==> config.mk <==
export PLATFORM = sky130hd
export DESIGN_NAME = lzsd_out_fifo
export DESIGN_NICKNAME = d
export VERILOG_FILES = /design/src/hdl/lzsd_pkg.sv /design/src/hdl/lzsd_out_fifo.sv
export SDC_FILE = /design/constraint.sdc
export NUM_CORES = 1
export LEC_CHECK = 0
export BUFFER_PORTS_ARGS = -buffer_cell sky130_fd_sc_hd__buf_4
export CAP_MARGIN = 40
export CORE_ASPECT_RATIO = 1.4
export CORE_MARGIN = 4
export CORE_UTILIZATION = 50
export CTS_BUF_LIST = sky130_fd_sc_hd__clkbuf_8 sky130_fd_sc_hd__clkbuf_16
export DETAILED_ROUTE_END_ITERATION = 8
export GPL_ROUTABILITY_DRIVEN = 0
export PLACE_DENSITY = 0.8
export SLEW_MARGIN = 5
export SYNTH_ARGS = -nofsm -noshare
export SYNTH_HDL_FRONTEND = slang
export SYNTH_SLANG_ARGS = --single-unit
export TNS_END_PERCENT = 20
==> constraint.sdc <==
create_clock -name clk -period 1.85 [get_ports clk]
set_input_delay 0 -clock clk [delete_from_list [all_inputs] [get_ports clk]]
set_output_delay 0 -clock clk [all_outputs]
set_load 0.05 [all_outputs]
==> src/hdl/lzsd_pkg.sv <==
// Shared types, codes and constants of the LZ sequence decompressor.
`timescale 1ns / 1ps
`default_nettype none

package lzsd_pkg;

	localparam int unsigned WINDOW_BYTES_DEF = 65536;
	localparam int unsigned DIST_W = 16;
	localparam int unsigned LEN_W = 32;
	localparam int unsigned OUT_DEPTH = 4;
	localparam int unsigned OUT_PTR_W = $clog2(OUT_DEPTH);
	localparam int unsigned OUT_LEVEL_W = $clog2(OUT_DEPTH + 1);
	localparam int unsigned ACCEPT_LIMIT = OUT_DEPTH - 2;

	localparam logic [31:0] MAGIC_WORD = 32'h5250_4D43;
	localparam logic [3:0] MIN_MATCH = 4'd4;
	localparam logic [3:0] NIB_ESCAPE = 4'hF;
	localparam logic [7:0] EXT_MORE = 8'hFF;

	typedef enum logic [3:0] {
		PH_HEADER,
		PH_TOKEN,
		PH_LITEXT,
		PH_LITERAL,
		PH_OFF_LO,
		PH_OFF_HI,
		PH_MLEXT,
		PH_COPY,
		PH_DONE,
		PH_ERROR
	} phase_t;

	typedef enum logic [1:0] {
		KIND_DATA,
		KIND_LAST,
		KIND_DONE,
		KIND_ERROR
	} kind_t;

	typedef enum logic [3:0] {
		ERR_NONE,
		ERR_MAGIC,
		ERR_ZERO_SIZE,
		ERR_CAPACITY,
		ERR_LIT_OVERRUN,
		ERR_ZERO_OFFSET,
		ERR_OFFSET_RANGE,
		ERR_MATCH_OVERRUN,
		ERR_SHORT_STREAM,
		ERR_BYTE_IN_COPY
	} err_t;

	typedef struct packed {
		kind_t       kind;
		logic [7:0]  data;
		err_t        code;
	} res_t;

	function automatic logic [LEN_W-1:0] sat_add(input logic [LEN_W-1:0] a,
		input logic [7:0] b);
		logic [LEN_W:0] sum;
		sum = {1'b0, a} + {{(LEN_W - 7){1'b0}}, b};
		sat_add = sum[LEN_W] ? {LEN_W{1'b1}} : sum[LEN_W-1:0];
	endfunction

endpackage

`default_nettype wire

==> src/hdl/lzsd_out_fifo.sv <==
// Small output queue that decouples result beats from the master-side handshake.
`timescale 1ns / 1ps
`default_nettype none

module lzsd_out_fifo (
	input  wire logic                               clk,
	input  wire logic                               arst_n,
	input  wire logic                               push,
	input  wire lzsd_pkg::res_t                     push_res,
	output logic                                    pop_valid,
	input  wire logic                               pop_ready,
	output lzsd_pkg::res_t                          pop_res,
	output logic [lzsd_pkg::OUT_LEVEL_W-1:0]        level
);

	lzsd_pkg::res_t entry_q [lzsd_pkg::OUT_DEPTH];
	logic [lzsd_pkg::OUT_PTR_W-1:0] wr_ptr_q;
	logic [lzsd_pkg::OUT_PTR_W-1:0] rd_ptr_q;
	logic [lzsd_pkg::OUT_LEVEL_W-1:0] level_q;
	logic pop;

	assign pop = pop_valid & pop_ready;
	assign pop_valid = (level_q != '0);
	assign pop_res = entry_q[rd_ptr_q];
	assign level = level_q;

	always_ff @(posedge clk or negedge arst_n) begin
		if (!arst_n) begin
			wr_ptr_q <= '0;
			rd_ptr_q <= '0;
			level_q <= '0;
		end else begin
			if (push) begin
				wr_ptr_q <= wr_ptr_q + 1'b1;
			end
			if (pop) begin
				rd_ptr_q <= rd_ptr_q + 1'b1;
			end
			if (push && !pop) begin
				level_q <= level_q + 1'b1;
			end else if (pop && !push) begin
				level_q <= level_q - 1'b1;
			end
		end
	end

	always_ff @(posedge clk) begin
		if (push) begin
			entry_q[wr_ptr_q] <= push_res;
		end
	end

endmodule

`default_nettype wire

==> metrics.yaml <==
synth_edf_count: 56
synth_nets: 130
grt.total_usage_pct: 16.2
netlist.top_cell.by_area: "edfxtp_1"
num_rows: 29
synth.yosys.seq_area_share_pct: 76.1
finalCriticalPeriod_ns: 1.90
crit_slowest_cell: "or3_4"
ys_top_cells_by_area: "edfxtp_1 (69%), mux4_2 (7.4%), dfrtp_1 (7.2%), mux4_1 (6.5%), ha_1 (2.6%)"
coreArea_um2: 4640
viasPerCell: 5.14
clkTransAtPathRegs_ns: 0.06
avgSynthCellArea_um2: 23.0
num-nets-final: 202
worst_setup_path_end_kind: "flip-flop"
place_area_um2: 2880
drv_cap: 0
fin_area_um2: 3220
startpoint_type: "flip-flop"
clk_latency_ns: 0.31
drv_slew: 0
io_pins: 36
rsz0062_at_grt: "yes"
max_freq_mhz: 526
fin_crit_sh_pct: 103
synthArstFlopShare_pct: 11.1
dr.pass1.iters: 4
slew_headroom_pct: 54.9
synthFlopType: "edfxtp_1"
root_buffer: "clkbuf_8"
skew_ns: 0.00599
synthDistinctLibCells: 19
die_w_um: 67.1
num_vias: 1259
violations: "negative setup slack"
cp_data_required_time_ns: 2.09
area_growth_pct: 31.9
clock_sinks: 63
cts_buffer_depth: 2
setup_viol: 1
cpMostUsedCell: "xor2_1"
grt_max_degree: 15
grt-ovfl-total: 0
ctsHtreeMaxLevel: 3
dp_hpwl_mm: 2.95
peakVddDrop_uv: 1250
grt_first_pass_wirelength_mm: 6.97
drt_iter0_drc: 53
slowest_delay_ns: 0.41
diodes: 0
final_layout_size_suffix_gt1_share_pct: 41.5
worst_slack_ns: -0.0519
worst-path-max-fanout: 2
p_per_area_nw_per_um2: 1700
start_util_pct: 52.6
post-cts-setup-buffer-count: 0
ys_seq_elements: 63
dieArea_um2: 6080
die_y_um: 90.7
ys_warn_count: 0
pre_cts_slack_ns: -0.0891
worstMarginPinSlew_ns: 0.677
status: "complete, but fails checks"
crit_type: "flip-flop to flip-flop"
worstHoldPathType: "input pin to async pin"
syn_area_um2: 2440
cts-buffers-inserted: 9
postRouteAntennaNets: 0
grt_pass1_vias: 1441
leakagePower_nw: 1.22
drt-wirelength-per-cell_um: 17.5
cp.arrival_ns: 2.14
cp_cell_sequence: "or3_4 > nand2_4 > ha_4 > inv_2 > fa_2 > xor2_1 > nor2_1 > xor2_1"
synth_top_area_share_pct: 68.9
cts_tree: "built"
wl_mm: 4.28
drcViolationCount: 0
syn_inst: 106
finalHoldViolations: 0
grt_antenna_before_repair: 0
portBuffers: 35
area by class of cell:
cell class                      instances  area, µm²
Clock inverter                          5       20.0
Clock buffer                           11        151
Fill cell                             308       1420
Inverter                                3       11.3
Tap cell                               62       77.6
Timing Repair Buffer                   64        536
Multi-Input combinational cell         37        564
Sequential cell                        63       1860
logic make-up after synthesis:
family | after synthesis | share of synthesized area [%]
compound gates | 1 | 0.205
mux | 15 | 14.3
flops | 63 | 76.1
xor+xnor | 6 | 2.15
buf+inv | 6 | 1.95
fa+ha+maj | 6 | 3.38
simple gates | 9 | 1.95
worst paths after layout:
| check | startpoint | end | slack [ns] | cells past startpoint |
|---|---|---|---|---|
| max | level[1] | level[2] | -0.05 | 8 |
| max reg2reg | level[1] | level[2] | -0.05 | 8 |
| min reg2reg | rd_ptr_q[1] | rd_ptr_q[1] | 0.48 | 1 |
| min | arst_n | rd_ptr_q[0] | 0.03 | 2 |
| min in group clk | push_res[3] | entry_q[2][3] | 0.43 | 2 |
| max in group asynchronous | arst_n | level[1] | 1.69 | 2 |
synthesized netlist by cell type (2+ instances only):
library cell and n:
edfxtp_1 56, and2_1 4, xor2_1 3, mux4_1 6, dfrtp_1 7, mux4_2 8
nand2_1 2, ha_1 5, xnor2_1 3, inv_1 3
through the flow:
stage / hold slack, ns / setup TNS, ns / utilization (%) / power, W / std cells
2_1_floorplan: -0.296 / -0.472 / - / 0.00376 / 106
5_1_grt: 0.0355 / -0.166 / 69.3 / 0.00573 / 245
4_1_cts: 0.0100 / -0.0661 / 69.3 / 0.00553 / 245
3_3_place_gp: -0.186 / 0 / 62.0 / 0.00440 / 212
3_5_place_dp: -0.181 / -0.0975 / 62.0 / 0.00452 / 212
6_report: 0.0270 / -0.0519 / 69.3 / 0.00547 / 245
timing repair:
item / 4_1_cts / 5_1_grt
hold buffers: 17 / 0
pin swaps: 3 / 0
hold endpoints to repair: 67 / 0
setup endpoints to repair: 2 / 2
gates resized for setup: 1 / 0
critical path: cells and delay by family (launching register included):
family | cells | cell delay, ns
xor+xnor | 2 | 0.30
fa+ha+maj | 2 | 0.47
buf+inv | 1 | 0.04
flops | 1 | 0.40
simple gates | 3 | 0.62
sequential cells by signal, summed over array words and instances, names as in the netlist:
register	cells
rd_ptr_q	2
entry_q	56
level	3
wr_ptr_q	2
layout by cell type (no fill, tap or decap), drive strengths merged:
| master | Yosys | routed |
|---|---|---|
| edfxtp | 56 | 56 |
| buf | 3 | 47 |
| dlygate4sd3 | 0 | 17 |
| mux4 | 14 | 14 |
| clkbuf | 0 | 11 |
| dfrtp | 7 | 7 |
| inv | 3 | 6 |
| ha | 5 | 5 |
| and2 | 4 | 4 |
| xnor2 | 3 | 3 |
| xor2 | 3 | 3 |
| nand2 | 2 | 2 |
| clkinv | 0 | 2 |
| or3 | 1 | 1 |
| mux2 | 1 | 1 |
| o21ai | 1 | 1 |
| nand3 | 1 | 1 |
| nor2 | 1 | 1 |
| fa | 1 | 1 |
power by group:
group | switching, W | internal (W)
Sequential | 0.000116 | 0.00190
Combinational | 0.00152 | 0.000957
Clock | 0.000445 | 0.000537
routing by layer:
metal	GRT usage, %	share of wire [%]	vias up
met1	17.6	35	646
li1	-	-	572
met5	0	0	-
met4	7.95	1.9	0
met3	4.23	3.9	8
met2	28.2	59	33
No activity file was read; power rests on OpenSTA's default activity.
